`config.mk`:
```
export PLATFORM = sky130hd
export DESIGN_NAME = lamp_color_pixel_vote_core
export DESIGN_NICKNAME = d
export VERILOG_FILES = /design/src/hw/rtl/lcpv_pkg.sv /design/src/hw/rtl/lcpv_classify.sv /design/src/hw/rtl/lcpv_tally.sv /design/src/hw/rtl/lcpv_verdict.sv /design/src/hw/rtl/lamp_color_pixel_vote_core.sv
export SDC_FILE = /design/constraint.sdc
export NUM_CORES = 1
export LEC_CHECK = 0
export BUFFER_PORTS_ARGS = -buffer_cell sky130_fd_sc_hd__buf_2
export CORE_MARGIN = 3
export CORE_UTILIZATION = 40
export CTS_CLUSTER_DIAMETER = 80
export DETAILED_ROUTE_END_ITERATION = 6
export SKIP_CTS_REPAIR_TIMING = 1
export SYNTH_ARGS = -nofsm -noshare
export SYNTH_HDL_FRONTEND = slang
export SYNTH_SLANG_ARGS = --single-unit
```
`constraint.sdc`:
```
create_clock -name clock -period 4.8 [get_ports clock]
set_clock_uncertainty 0.15 [all_clocks]
set_input_delay 0.48 -clock clock [delete_from_list [all_inputs] [get_ports clock]]
set_output_delay 0.48 -clock clock [all_outputs]
set_load 0.1 [all_outputs]
```
`src/hw/rtl/lcpv_pkg.sv`:
```
// ----------------------------------------------------------------------------
// lcpv_pkg: shared types and constants of the lamp color pixel vote
// Pixel, class, tally and configuration types, classing margins and the
// register reset values.
// ----------------------------------------------------------------------------
package lcpv_pkg;

   localparam int CH_W     = 8;
   localparam int WEIGHT_W = 3;
   localparam int LIT_W    = 17;
   localparam int VOTE_W   = 18;
   localparam int TOTAL_W  = 20;
   localparam int CSR_IDX_W = 3;

   // Pixel classing margins, compared on 9-bit values.
   localparam logic [8:0] RED_MARGIN         = 9'd25;
   localparam logic [8:0] GREEN_RED_MARGIN   = 9'd25;
   localparam logic [8:0] GREEN_BLUE_MARGIN  = 9'd20;
   localparam logic [8:0] YELLOW_BLUE_MARGIN = 9'd30;
   localparam logic [8:0] YELLOW_RG_SPAN     = 9'd40;

   // Hue windows, in two-degree units.
   localparam logic [7:0] HUE_MAX         = 8'd180;
   localparam logic [7:0] HUE_RED_LOW     = 8'd12;
   localparam logic [7:0] HUE_RED_HIGH    = 8'd155;
   localparam logic [7:0] HUE_YELLOW_LOW  = 8'd13;
   localparam logic [7:0] HUE_YELLOW_HIGH = 8'd38;
   localparam logic [7:0] HUE_GREEN_LOW   = 8'd50;
   localparam logic [7:0] HUE_GREEN_HIGH  = 8'd80;

   // Register reset values.
   localparam logic [7:0]          RST_PRIMARY   = 8'd160;
   localparam logic [7:0]          RST_FALLBACK  = 8'd100;
   localparam logic [7:0]          RST_STRONG    = 8'd220;
   localparam logic [WEIGHT_W-1:0] RST_WEIGHT    = 3'd3;
   localparam logic [7:0]          RST_MIN_SAT   = 8'd40;
   localparam logic [7:0]          RST_MIN_LIT   = 8'd3;
   localparam logic [7:0]          RST_MIN_VOTES = 8'd2;

   typedef enum logic [CSR_IDX_W-1:0] {
      REG_PRIMARY   = 3'd0,
      REG_FALLBACK  = 3'd1,
      REG_STRONG    = 3'd2,
      REG_WEIGHT    = 3'd3,
      REG_MIN_SAT   = 3'd4,
      REG_MIN_LIT   = 3'd5,
      REG_MIN_VOTES = 3'd6
   } csr_index_type;

   typedef enum logic [1:0] {
      CLS_RED    = 2'd0,
      CLS_YELLOW = 2'd1,
      CLS_GREEN  = 2'd2,
      CLS_NONE   = 2'd3
   } class_code_type;

   typedef enum logic [1:0] {
      COLOR_UNKNOWN = 2'd0,
      COLOR_RED     = 2'd1,
      COLOR_YELLOW  = 2'd2,
      COLOR_GREEN   = 2'd3
   } lamp_color_type;

   typedef struct packed {
      logic [7:0]          primary;
      logic [7:0]          fallback;
      logic [7:0]          strong_level;
      logic [WEIGHT_W-1:0] weight;
      logic [7:0]          min_sat;
      logic [7:0]          min_lit;
      logic [7:0]          min_votes;
   } cfg_type;

   typedef struct packed {
      logic [CH_W-1:0] hue;
      logic [CH_W-1:0] saturation;
      logic [CH_W-1:0] brightness;
      logic [CH_W-1:0] blue_level;
      logic [CH_W-1:0] green_level;
      logic [CH_W-1:0] red_level;
      logic            last_pixel;
   } pixel_type;

   typedef struct packed {
      logic                lit_primary;
      logic                lit_fallback;
      class_code_type      cls;
      logic [WEIGHT_W-1:0] weight;
      logic                last_pixel;
   } class_type;

   typedef struct packed {
      logic [LIT_W-1:0]  lit;
      logic [VOTE_W-1:0] red;
      logic [VOTE_W-1:0] yellow;
      logic [VOTE_W-1:0] green;
   } tally_type;

endpackage

```
`src/hw/rtl/lcpv_classify.sv`:
```
// ----------------------------------------------------------------------------
// lcpv_classify: per-pixel classing
// Decides lit flags for both levels, the color class and the vote weight.
// ----------------------------------------------------------------------------
module lcpv_classify (
   input  lcpv_pkg::pixel_type pix,
   input  lcpv_pkg::cfg_type   cfg,
   output lcpv_pkg::class_type cls
);

   logic [8:0] r9, g9, b9, rg_diff;
   logic       hue_ok, sat_ok;
   logic       rgb_red, rgb_green, rgb_yellow;
   logic       hue_red, hue_yellow, hue_green;
   lcpv_pkg::class_code_type code;

   assign r9 = {1'b0, pix.red_level};
   assign g9 = {1'b0, pix.green_level};
   assign b9 = {1'b0, pix.blue_level};
   assign rg_diff = (r9 >= g9) ? (r9 - g9) : (g9 - r9);

   assign hue_ok = pix.hue <= lcpv_pkg::HUE_MAX;
   assign sat_ok = pix.saturation >= cfg.min_sat;

   assign rgb_red    = (r9 > g9 + lcpv_pkg::RED_MARGIN) && (r9 > b9 + lcpv_pkg::RED_MARGIN);
   assign rgb_green  = (g9 > r9 + lcpv_pkg::GREEN_RED_MARGIN)
                    && (g9 > b9 + lcpv_pkg::GREEN_BLUE_MARGIN);
   assign rgb_yellow = (rg_diff < lcpv_pkg::YELLOW_RG_SPAN)
                    && (r9 > b9 + lcpv_pkg::YELLOW_BLUE_MARGIN)
                    && (g9 > b9 + lcpv_pkg::YELLOW_BLUE_MARGIN);

   assign hue_red    = (pix.hue <= lcpv_pkg::HUE_RED_LOW) || (pix.hue >= lcpv_pkg::HUE_RED_HIGH);
   assign hue_yellow = (pix.hue >= lcpv_pkg::HUE_YELLOW_LOW)
                    && (pix.hue <= lcpv_pkg::HUE_YELLOW_HIGH);
   assign hue_green  = (pix.hue >= lcpv_pkg::HUE_GREEN_LOW)
                    && (pix.hue <= lcpv_pkg::HUE_GREEN_HIGH);

   // RGB margins first, then hue when saturated enough.
   always_comb begin
      priority if (rgb_red) begin
         code = lcpv_pkg::CLS_RED;
      end else if (rgb_green) begin
         code = lcpv_pkg::CLS_GREEN;
      end else if (rgb_yellow) begin
         code = lcpv_pkg::CLS_YELLOW;
      end else if (sat_ok && hue_red) begin
         code = lcpv_pkg::CLS_RED;
      end else if (sat_ok && hue_yellow) begin
         code = lcpv_pkg::CLS_YELLOW;
      end else if (sat_ok && hue_green) begin
         code = lcpv_pkg::CLS_GREEN;
      end else begin
         code = lcpv_pkg::CLS_NONE;
      end
   end

   assign cls.lit_primary  = hue_ok && (pix.brightness >= cfg.primary);
   assign cls.lit_fallback = hue_ok && (pix.brightness >= cfg.fallback);
   assign cls.cls          = code;
   assign cls.weight       = (pix.brightness > cfg.strong_level) ? cfg.weight
                                                                 : lcpv_pkg::WEIGHT_W'(1);
   assign cls.last_pixel   = pix.last_pixel;

endmodule

```
`src/hw/rtl/lcpv_tally.sv`:
```
// ----------------------------------------------------------------------------
// lcpv_tally: primary and fallback tally sets
// Accumulates saturating counts; on the last pixel picks a set into the
// snapshot register and clears both sets.
// ----------------------------------------------------------------------------
module lcpv_tally (
   input  logic                clock,
   input  logic                reset,
   input  logic                cls_valid,
   input  lcpv_pkg::class_type cls,
   input  logic [7:0]          min_lit,
   input  logic                snap_ready,
   output logic                cls_take,
   output logic                snap_valid,
   output lcpv_pkg::tally_type snap
);

   lcpv_pkg::tally_type prim_ff, prim_in, fall_ff, fall_in, snap_ff, snap_in;
   lcpv_pkg::tally_type prim_new, fall_new;
   logic                snap_valid_ff, snap_valid_in;
   logic                snap_load;

   function automatic logic [lcpv_pkg::VOTE_W-1:0] vote_add(
      input logic [lcpv_pkg::VOTE_W-1:0]   v,
      input logic [lcpv_pkg::WEIGHT_W-1:0] w
   );
      logic [lcpv_pkg::VOTE_W:0] sum;
      sum = {1'b0, v} + {{(lcpv_pkg::VOTE_W+1-lcpv_pkg::WEIGHT_W){1'b0}}, w};
      return sum[lcpv_pkg::VOTE_W] ? '1 : sum[lcpv_pkg::VOTE_W-1:0];
   endfunction

   function automatic lcpv_pkg::tally_type add_pixel(
      input lcpv_pkg::tally_type t,
      input logic                hit,
      input lcpv_pkg::class_type c
   );
      lcpv_pkg::tally_type r;
      r = t;
      if (hit) begin
         if (t.lit != '1) begin
            r.lit = t.lit + lcpv_pkg::LIT_W'(1);
         end
         unique case (c.cls)
            lcpv_pkg::CLS_RED:    r.red    = vote_add(t.red, c.weight);
            lcpv_pkg::CLS_YELLOW: r.yellow = vote_add(t.yellow, c.weight);
            lcpv_pkg::CLS_GREEN:  r.green  = vote_add(t.green, c.weight);
            default:              r = r;
         endcase
      end
      return r;
   endfunction

   assign prim_new = add_pixel(prim_ff, cls.lit_primary, cls);
   assign fall_new = add_pixel(fall_ff, cls.lit_fallback, cls);

   // A last pixel waits only while the snapshot is held.
   assign cls_take  = cls_valid && (!cls.last_pixel || !snap_valid_ff || snap_ready);
   assign snap_load = cls_take && cls.last_pixel;

   always_comb begin
      prim_in = prim_ff;
      fall_in = fall_ff;
      if (cls_take) begin
         prim_in = cls.last_pixel ? '0 : prim_new;
         fall_in = cls.last_pixel ? '0 : fall_new;
      end
   end

   always_comb begin
      snap_in = snap_ff;
      if (snap_load) begin
         priority if (prim_new.lit >= {{(lcpv_pkg::LIT_W-8){1'b0}}, min_lit}) begin
            snap_in = prim_new;
         end else if (fall_new.lit >= {{(lcpv_pkg::LIT_W-8){1'b0}}, min_lit}) begin
            snap_in = fall_new;
         end else begin
            snap_in = '0;
         end
      end
   end

   assign snap_valid_in = snap_load ? 1'b1 : (snap_valid_ff && !snap_ready);

   always_ff @(posedge clock) begin
      if (reset) begin
         prim_ff       <= '0;
         fall_ff       <= '0;
         snap_valid_ff <= 1'b0;
      end else begin
         prim_ff       <= prim_in;
         fall_ff       <= fall_in;
         snap_valid_ff <= snap_valid_in;
      end
   end

   always_ff @(posedge clock) begin
      snap_ff <= snap_in;
   end

   assign snap_valid = snap_valid_ff;
   assign snap       = snap_ff;

endmodule

```
`src/hw/rtl/lcpv_verdict.sv`:
```
// ----------------------------------------------------------------------------
// lcpv_verdict: color decision and result register
// Checks the vote total, picks the winner and holds the result item.
// ----------------------------------------------------------------------------
module lcpv_verdict (
   input  logic                clock,
   input  logic                reset,
   input  logic                snap_valid,
   input  lcpv_pkg::tally_type snap,
   input  logic [7:0]          min_votes,
   output logic                snap_ready,
   output logic                rsp_tvalid,
   input  logic                rsp_tready,
   output logic [79:0]         rsp_tdata
);

   logic [lcpv_pkg::TOTAL_W-1:0] total;
   logic                         enough;
   lcpv_pkg::lamp_color_type     color;
   logic                         rsp_valid_ff, rsp_valid_in;
   logic [79:0]                  rsp_data_ff, rsp_data_in;
   logic                         load;

   assign total = {2'b00, snap.red} + {2'b00, snap.yellow} + {2'b00, snap.green};
   assign enough = total >= {{(lcpv_pkg::TOTAL_W-8){1'b0}}, min_votes};

   // Ties go red, then yellow, then green.
   always_comb begin
      priority if (!enough) begin
         color = lcpv_pkg::COLOR_UNKNOWN;
      end else if (snap.red >= snap.yellow && snap.red >= snap.green && snap.red != '0) begin
         color = lcpv_pkg::COLOR_RED;
      end else if (snap.yellow >= snap.red && snap.yellow >= snap.green
                   && snap.yellow != '0) begin
         color = lcpv_pkg::COLOR_YELLOW;
      end else if (snap.green != '0) begin
         color = lcpv_pkg::COLOR_GREEN;
      end else begin
         color = lcpv_pkg::COLOR_UNKNOWN;
      end
   end

   assign snap_ready   = !rsp_valid_ff || rsp_tready;
   assign load         = snap_valid && snap_ready;
   assign rsp_valid_in = load ? 1'b1 : (rsp_valid_ff && !rsp_tready);
   assign rsp_data_in  = load ? {7'b0, snap.lit, snap.green, snap.yellow, snap.red, color}
                              : rsp_data_ff;

   always_ff @(posedge clock) begin
      if (reset) begin
         rsp_valid_ff <= 1'b0;
      end else begin
         rsp_valid_ff <= rsp_valid_in;
      end
   end

   always_ff @(posedge clock) begin
      rsp_data_ff <= rsp_data_in;
   end

   assign rsp_tvalid = rsp_valid_ff;
   assign rsp_tdata  = rsp_data_ff;

endmodule

```
`src/hw/rtl/lamp_color_pixel_vote_core.sv`:
```
// ----------------------------------------------------------------------------
// lamp_color_pixel_vote_core: lamp color vote over one region of pixels
// Votes each lit pixel red, yellow or green in two brightness tally sets and
// gives one color verdict per region.
// ----------------------------------------------------------------------------
// Usage:
//   req_*  carries one pixel per item; req_tlast marks the last pixel of a
//          region. One item is taken per cycle as long as the pipe moves.
//   rsp_*  carries one verdict item per region, produced by its last pixel;
//          other pixels give no item.
//   csr_*  writes one register per handshake (index, 8-bit data); csr_ready
//          is always high. Write only while no region is in flight.
//   Path: the last pixel passes the input register, class register, tally
//   snapshot and result register before its verdict shows on rsp_tvalid.
//   Throughput is one pixel per cycle while nothing stalls.
//   Stall: while a verdict waits in the result register, pixels keep flowing
//   and accumulating; only a second last pixel backs up behind the snapshot,
//   and then the whole pipe holds and req_tready drops.
//   Reset: registers go to their reset values, tallies clear, the pipe
//   empties.
// ----------------------------------------------------------------------------
module lamp_color_pixel_vote_core (
   input  logic        clock,
   input  logic        reset,
   // hue[7:0], saturation[15:8], brightness[23:16], blue_level[31:24],
   // green_level[39:32], red_level[47:40]
   input  logic [47:0] req_tdata,
   input  logic        req_tlast,
   input  logic        req_tvalid,
   output logic        req_tready,
   // lamp_color[1:0], red_votes[19:2], yellow_votes[37:20],
   // green_votes[55:38], lit_pixels[72:56], zeros above
   output logic [79:0] rsp_tdata,
   output logic        rsp_tvalid,
   input  logic        rsp_tready,
   input  logic        csr_valid,
   output logic        csr_ready,
   input  logic [2:0]  csr_index,
   input  logic [7:0]  csr_data
);

   lcpv_pkg::cfg_type   cfg_ff, cfg_in;
   lcpv_pkg::pixel_type pix_ff, pix_in;
   lcpv_pkg::class_type cls_ff, cls_in, cls_comb;
   lcpv_pkg::tally_type snap;
   logic                s1_valid_ff, s1_valid_in;
   logic                s2_valid_ff, s2_valid_in;
   logic                s2_free, cls_take;
   logic                snap_valid, snap_ready;
   logic                req_take;

   // Configuration: always ready, out-of-range index drops the write.
   assign csr_ready = 1'b1;

   always_comb begin
      cfg_in = cfg_ff;
      if (csr_valid) begin
         unique case (csr_index)
            lcpv_pkg::REG_PRIMARY:   cfg_in.primary      = csr_data;
            lcpv_pkg::REG_FALLBACK:  cfg_in.fallback     = csr_data;
            lcpv_pkg::REG_STRONG:    cfg_in.strong_level = csr_data;
            lcpv_pkg::REG_WEIGHT:    cfg_in.weight       = csr_data[lcpv_pkg::WEIGHT_W-1:0];
            lcpv_pkg::REG_MIN_SAT:   cfg_in.min_sat      = csr_data;
            lcpv_pkg::REG_MIN_LIT:   cfg_in.min_lit      = csr_data;
            lcpv_pkg::REG_MIN_VOTES: cfg_in.min_votes    = csr_data;
            default:                 cfg_in = cfg_ff;
         endcase
      end
   end

   always_ff @(posedge clock) begin
      if (reset) begin
         cfg_ff.primary      <= lcpv_pkg::RST_PRIMARY;
         cfg_ff.fallback     <= lcpv_pkg::RST_FALLBACK;
         cfg_ff.strong_level <= lcpv_pkg::RST_STRONG;
         cfg_ff.weight       <= lcpv_pkg::RST_WEIGHT;
         cfg_ff.min_sat      <= lcpv_pkg::RST_MIN_SAT;
         cfg_ff.min_lit      <= lcpv_pkg::RST_MIN_LIT;
         cfg_ff.min_votes    <= lcpv_pkg::RST_MIN_VOTES;
      end else begin
         cfg_ff <= cfg_in;
      end
   end

   // Stage 1: input register. Advance whenever stage 2 frees up.
   assign s2_free    = !s2_valid_ff || cls_take;
   assign req_tready = !s1_valid_ff || s2_free;
   assign req_take   = req_tvalid && req_tready;

   assign pix_in = req_take ? {req_tdata[7:0], req_tdata[15:8], req_tdata[23:16],
                               req_tdata[31:24], req_tdata[39:32], req_tdata[47:40],
                               req_tlast}
                            : pix_ff;
   assign s1_valid_in = req_take ? 1'b1 : (s1_valid_ff && !s2_free);

   // Stage 2: class register.
   lcpv_classify u_classify (
      .pix (pix_ff),
      .cfg (cfg_ff),
      .cls (cls_comb)
   );

   assign cls_in      = (s2_free && s1_valid_ff) ? cls_comb : cls_ff;
   assign s2_valid_in = s2_free ? s1_valid_ff : s2_valid_ff;

   always_ff @(posedge clock) begin
      if (reset) begin
         s1_valid_ff <= 1'b0;
         s2_valid_ff <= 1'b0;
      end else begin
         s1_valid_ff <= s1_valid_in;
         s2_valid_ff <= s2_valid_in;
      end
   end

   always_ff @(posedge clock) begin
      pix_ff <= pix_in;
      cls_ff <= cls_in;
   end

   // Stage 3: tallies and per-region snapshot.
   lcpv_tally u_tally (
      .clock      (clock),
      .reset      (reset),
      .cls_valid  (s2_valid_ff),
      .cls        (cls_ff),
      .min_lit    (cfg_ff.min_lit),
      .snap_ready (snap_ready),
      .cls_take   (cls_take),
      .snap_valid (snap_valid),
      .snap       (snap)
   );

   // Stage 4: verdict into the result register.
   lcpv_verdict u_verdict (
      .clock      (clock),
      .reset      (reset),
      .snap_valid (snap_valid),
      .snap       (snap),
      .min_votes  (cfg_ff.min_votes),
      .snap_ready (snap_ready),
      .rsp_tvalid (rsp_tvalid),
      .rsp_tready (rsp_tready),
      .rsp_tdata  (rsp_tdata)
   );

endmodule

```
==> impl_metrics.tcl, run 1 <==
set metrics [dict create \
    status "finished, final reports clean" \
    via_per_inst 5.57 \
    numPortBuffers 139 \
    dp.cells 3732 \
    die-width_um 257 \
    final_nets 3309 \
    hold_class "in2reg" \
    synthXorXnorAreaFrac_pct 4.77 \
    yosysTopAreaCell "edfxtp_1" \
    cp.required_ps 5080 \
    worstPathMaxFanout 52 \
    clk_pin_slew_ps 60 \
    worstPathArrival_ps 4790 \
    ir_drop_uv 276 \
    synth_fa_ha_area_share_pct 12.5 \
    worstPathCellList "ha_1, and4_1, nand4_1, o21ai_0, or2_2, nor2_1, xor2_1, ha_1, a21o_1, a21o_1, a21oi_1, o211ai_1, and4bb_4, buf_12, buf_4, nor3_1, a21oi_1" \
    drt_iter0_markers 1620 \
    wl_per_cell_um 18.7 \
    endpoint_kind "flop" \
    initial_utilization_pct 40.6 \
    yosysWarnings 0 \
    ant_nets 0 \
    synth_area_um2 25100 \
    grtUsageTotal_pct 21.1 \
    worst_pin_slew_ps 1080 \
    maxCapViolCount 0 \
    grt_pass1_vias 20700 \
    max_stage_delay_ps 490 \
    synthArstFlopShare_pct 0 \
    synthTopCellsByArea "edfxtp_1 (24%), dfxtp_1 (16%), ha_1 (12%)" \
    cts.sinks 398 \
    maxSlewHeadroom_pct 27.6 \
    yosys_register_bits 398 \
    drv_slew 0 \
    dieArea_um2 65900 \
    synthFlopType "edfxtp_1" \
    clockRootBuffer "clkbuf_16" \
    grt_max_degree 116 \
    p_leak_uw 0.0117 \
    dpl_cell_area_um2 26900 \
    ys_seq_area_share_pct 39.7 \
    insertion_delay_ps 580 \
    routed_wl_um 72500 \
    setup.worst_path.start_class "flop" \
    synth_edf_count 201 \
    area_growth_pct 15.7 \
    finalSetupViolations 0 \
    synth_top_family_by_area "simple AND/OR/NAND/NOR gates" \
    grt_pass1_wl_um 113000 \
    fin_crit_ps 4510 \
    avgSynthCellArea_um2 8.93 \
    cts_tree "yes" \
    clockBufferDepth 3 \
    final-seq-area_um2 9980 \
    crit_type "reg2reg" \
    first_pass_iters 5 \
    htreeDepth 2 \
    dpl.hpwl_um 52400 \
    final_layout_size_suffix_gt1_share_pct 11.3 \
    rows 91 \
    yosys.area_share.simple_pct 19.0 \
    worst_hold_slack_ps 70.4 \
    fp.dieH_um 257 \
    ys_types 88 \
    core_area_um2 61900 \
    netlist_top_cells_count "nor2_1 (295), nand2_1 (279), a21oi_1 (244)" \
    synth.most_common_cell "nor2_1" \
    synth-compound-area-share_pct 18.2 \
    grt-ovfl-total 0 \
    synth_top_area_share_pct 24.0 \
    multi_input_area_um2 14100 \
    fillCellCount 5910 \
    ioPinCount 148 \
    p_per_area_nw_per_um2 295 \
    antenna_found_initial 0 \
    gp_congestion 0.882 \
    final_util_pct 46.9 \
    dr_total_vias 21600 \
    cts_buffers 49 \
    tns_ps 0 \
    stdcell_count 3876 \
    drc 0 \
    syn_inst 2814 \
    stdcell_area_um2 29100 \
    cp_slowest_cell "and4bb_4" \
    hold_viol 0 \
    min_period_over_period_pct 94.0 \
    synth.area.mux_share_pct 0.956 \
    num_antenna_cells 0 \
    max_freq_ghz 0.222 \
]
placed cells by master (no fill, tap or decap), types with 11 or more instances in the layout:
cell	instances
nor2_1	292
o21bai_1	17
buf_2	138
nand4_1	44
edfxtp_1	201
ha_1	235
dlygate4sd3_1	49
dfxtp_1	197
nand3_1	73
a211oi_1	11
xor2_1	54
a22oi_1	88
buf_4	56
nand3_2	12
o211ai_1	20
nand2b_1	35
and2_1	11
nor3_1	64
clkbuf_16	51
nor4_1	28
a21oi_1	241
nand3b_1	16
clkinv_1	13
a211o_1	15
o21a_1	22
clkinv_2	12
o21ai_1	19
and4_1	12
a31oi_1	20
o21ai_0	117
nand2_1	278
inv_1	178
xnor2_1	83
a21o_1	51
nor2b_1	38
or3_1	12
and3_1	32
mux2i_1	15
layer usage:
layer  share of wire (%)  GRT usage [%]  vias up  wire length, um
met5                   0              0        -                0
met4                 2.8           6.31        0             2060
met3                 5.2           2.89      145             3770
met2                  47           35.4      636            34000
met1                  45           28.5    10300            32700
li1                    -              -    10500                -
kinds of logic (layout without fill, tap and decap cells):
logic type	Yosys count	after routing
and+or+nand+nor	990	990
DFF	398	398
xor gates and xnor gates	137	137
buffers and inverters	300	519
muxes	23	23
other	2	8
AOI/OAI and AO/OA	718	718
adders and majority gates	246	246
metrics by stage:
stage          power, uW  setup slack (ps)
3_5_place_dp        4930              34.1
3_3_place_gp        4900               123
4_1_cts             8640             -2.45
5_1_grt             8970             -51.6
2_1_floorplan       4590               392
6_report            8590               288
critical path, delay by kind of cell, from the launching register on:
kind	cells	cell delay, ps
buffers and inverters	2	500
DFF	1	360
and+or+nand+nor	6	1500
xor gates and xnor gates	1	300
AOI/OAI and AO/OA	6	960
adders and majority gates	2	560
power by group:
group / total (uW) / internal (uW) / switching (uW)
Combinational: 1170 / 451 / 716
Sequential: 3740 / 3640 / 97.2
Clock: 3680 / 2170 / 1510
Total: 8590 / 6260 / 2330
registers in the layout, indices dropped and copies added (netlist names):
signal	cells
cfg_ff	51
cls_ff	8
pix_ff	49
s1_valid_ff	1
s2_valid_ff	1
u_tally.fall_ff	71
u_tally.prim_ff	71
u_tally.snap	71
u_tally.snap_valid	1
u_verdict.rsp_tdata	73
u_verdict.rsp_tvalid	1
path summary, 6_finish.rpt:
| check | start | to | slack [ps] | cells past startpoint |
|---|---|---|---|---|
| setup / recovery | u_tally.prim_ff[54] | u_tally.snap[43] | 290 | 17 |
| hold reg to reg | u_tally.snap[56] | u_verdict.rsp_tdata[58] | 270 | 0 |
| hold / removal | req_tvalid | s1_valid_ff | 70 | 3 |
| setup reg to reg | u_tally.prim_ff[54] | u_tally.snap[43] | 290 | 17 |
final cells by class:
cell class              count  area share [%]
clock buffers              58            4.51
clock inverters            34           0.968
inverters                 179            2.31
multi-input cells        2122            48.5
flip-flops and latches    398            34.3
well taps                 837            3.60
repair buffers            248            5.82
No activity file was read; power rests on OpenSTA's default activity.
==> run 2, diff against run 1 <==
Settings changed: CORE_ASPECT_RATIO set to 1.75.
==> run 2 against run 1 <==
  * Design area grew 0.91%
  * Critical endpoint is now u_verdict.rsp_tdata[1]
  * Largest cell class unchanged
  * Core utilization up 0.21 points
  * Fmax decreased by 2.8%
  * Largest power group unchanged
==> impl_metrics.tcl, run 2 (synthesized netlist as in run 1, its figures left out) <==
set metrics [dict create \
    worstPathCellList "ha_1, or3_4, a2111oi_4, buf_4, nor4_2, o21bai_1, a21oi_2, xor2_1, ha_1, a21oi_2, buf_4, nor2b_1, a221oi_2, nand2_1, mux2i_2, o311ai_2, nor4_2, buf_4, a311oi_1" \
    status "finished, final reports clean" \
    core_area_um2 62200 \
    maxSlewHeadroom_pct 26.7 \
    dp.cells 3735 \
    p_per_area_nw_per_um2 288 \
    reg2regPathDepth 19 \
    holdPathEnd "s1_valid_ff" \
    grt_max_degree 109 \
    mostFrequentLayoutCell "nor2_1" \
    max_stage_delay_ps 420 \
    reg2reg_to "u_verdict.rsp_tdata[1]" \
    crit_family "compound AO/OA/AOI/OAI gates" \
    grt-ovfl-total 0 \
    grtUsageTotal_pct 24.0 \
    largest_reg_flops 73 \
    hold_class "in2reg" \
    insertion_delay_ps 590 \
    drv_slew 0 \
    gp_congestion 0.997 \
    clockRootBuffer "clkbuf_16" \
    ioPinCount 148 \
    maxCapViolCount 0 \
    setup.worst_path.start_class "flop" \
    cp.required_ps 4940 \
    crit_type "reg2reg" \
    final_nets 3346 \
    dpl_worst_slack_ps -163 \
    cp_slowest_cell "edfxtp_1" \
    via_per_inst 5.68 \
    final_layout_size_suffix_gt1_share_pct 12.7 \
    hold_viol 0 \
    min_path_cells 3 \
    final_util_pct 47.1 \
    stdcell_count 3871 \
    grt_pass1_wl_um 124000 \
    clk_pin_slew_ps 60 \
    ir_drop_uv 326 \
    r2r_setup_slack_ps 160 \
    cts.sinks 398 \
    cts_buffers 43 \
    path_buf_inv 3 \
    area_growth_pct 16.7 \
    fillCellCount 5897 \
    ant_nets 0 \
    fin_crit_ps 4640 \
    fp.dieH_um 338 \
    p_leak_uw 0.0118 \
    wl_per_cell_um 21.2 \
    first_pass_iters 7 \
    numPortBuffers 139 \
    total_power_uw 8450 \
    layout_common_cells "nor2_1 (293), nand2_1 (278), a21oi_1 (239), ha_1 (234), edfxtp_1 (201)" \
    finalSetupViolations 0 \
    worst_slack_ps 158 \
    initial_utilization_pct 40.4 \
    dieArea_um2 66000 \
    cts_tree "yes" \
    htreeDepth 2 \
    dpl.hpwl_um 62100 \
    tns_ps 0 \
    rows 121 \
    grt_pass1_vias 22000 \
    worstPathMaxFanout 3 \
    endpoint_kind "flop" \
    worst_pin_slew_ps 1090 \
    crit_path_frequent_cell "buf_4" \
    antenna_found_initial 2 \
    rr_startpoint "u_tally.snap[43]" \
    routed_wl_um 81900 \
    worstPathArrival_ps 4780 \
    die-width_um 195 \
    min-delay-start "req_tvalid" \
    max_freq_ghz 0.215 \
    dr_total_vias 22000 \
    min_period_over_period_pct 96.7 \
    clockBufferDepth 3 \
    drt_iter0_markers 1336 \
    drc 0 \
]
==> run 2: worst max-delay path by stage <==
stage | startpoint | endpoint | slack, ps | depth (start not counted)
2_1_floorplan | u_tally.snap[19] | u_verdict.rsp_tdata[0] | 390 | 20
3_3_place_gp | u_tally.snap[24] | u_verdict.rsp_tdata[1] | -70 | 19
3_5_place_dp | u_tally.snap[37] | u_verdict.rsp_tdata[1] | -160 | 21
4_1_cts | u_tally.snap[43] | u_verdict.rsp_tdata[1] | -200 | 19
5_1_grt | u_tally.snap[19] | u_verdict.rsp_tdata[1] | -30 | 22
6_report | u_tally.snap[43] | u_verdict.rsp_tdata[1] | 160 | 19
==> run 2: metrics by stage <==
stage	hold slack, ps	instance area [um2]
after CTS	-126	28700
after detailed placement	255	27200
after floorplan	250	25200
after global routing	28.5	29300
final	37.9	29300
after global placement	253	27200
==> run 2: report_power, final <==
group / leakage [uW] / switching, uW / internal [uW] / total (uW)
logic: 0.00763 / 765 / 475 / 1240
registers: 0.00346 / 89.0 / 3640 / 3730
clock network: 0.000698 / 1490 / 1990 / 3480
total: 0.0118 / 2340 / 6110 / 8450
==> run 2: layout make-up <==
type	instances	area, um2	share of cell area [%]
Tap cell	799	1000	3.41
Timing Repair Buffer	291	2070	7.05
Antenna cell	2	5.00	0.0171
Clock inverter	27	282	0.960
Multi-Input combinational cell	2122	14100	48.2
Inverter	179	672	2.29
Clock buffer	53	1180	4.04
Sequential cell	398	9980	34.0
==> run 2: worst min-delay path, stage by stage <==
cell	delay [ps]
buf_2	80
inv_1	60
a21oi_1	110
==> run 2: routing by layer <==
metal	up-vias	global-route usage (%)	part of all wire, %
met1	10400	23.2	34
met5	-	0	0
li1	10600	-	-
met3	278	2.81	3.9
met4	0	17.3	8.2
met2	685	46.5	54
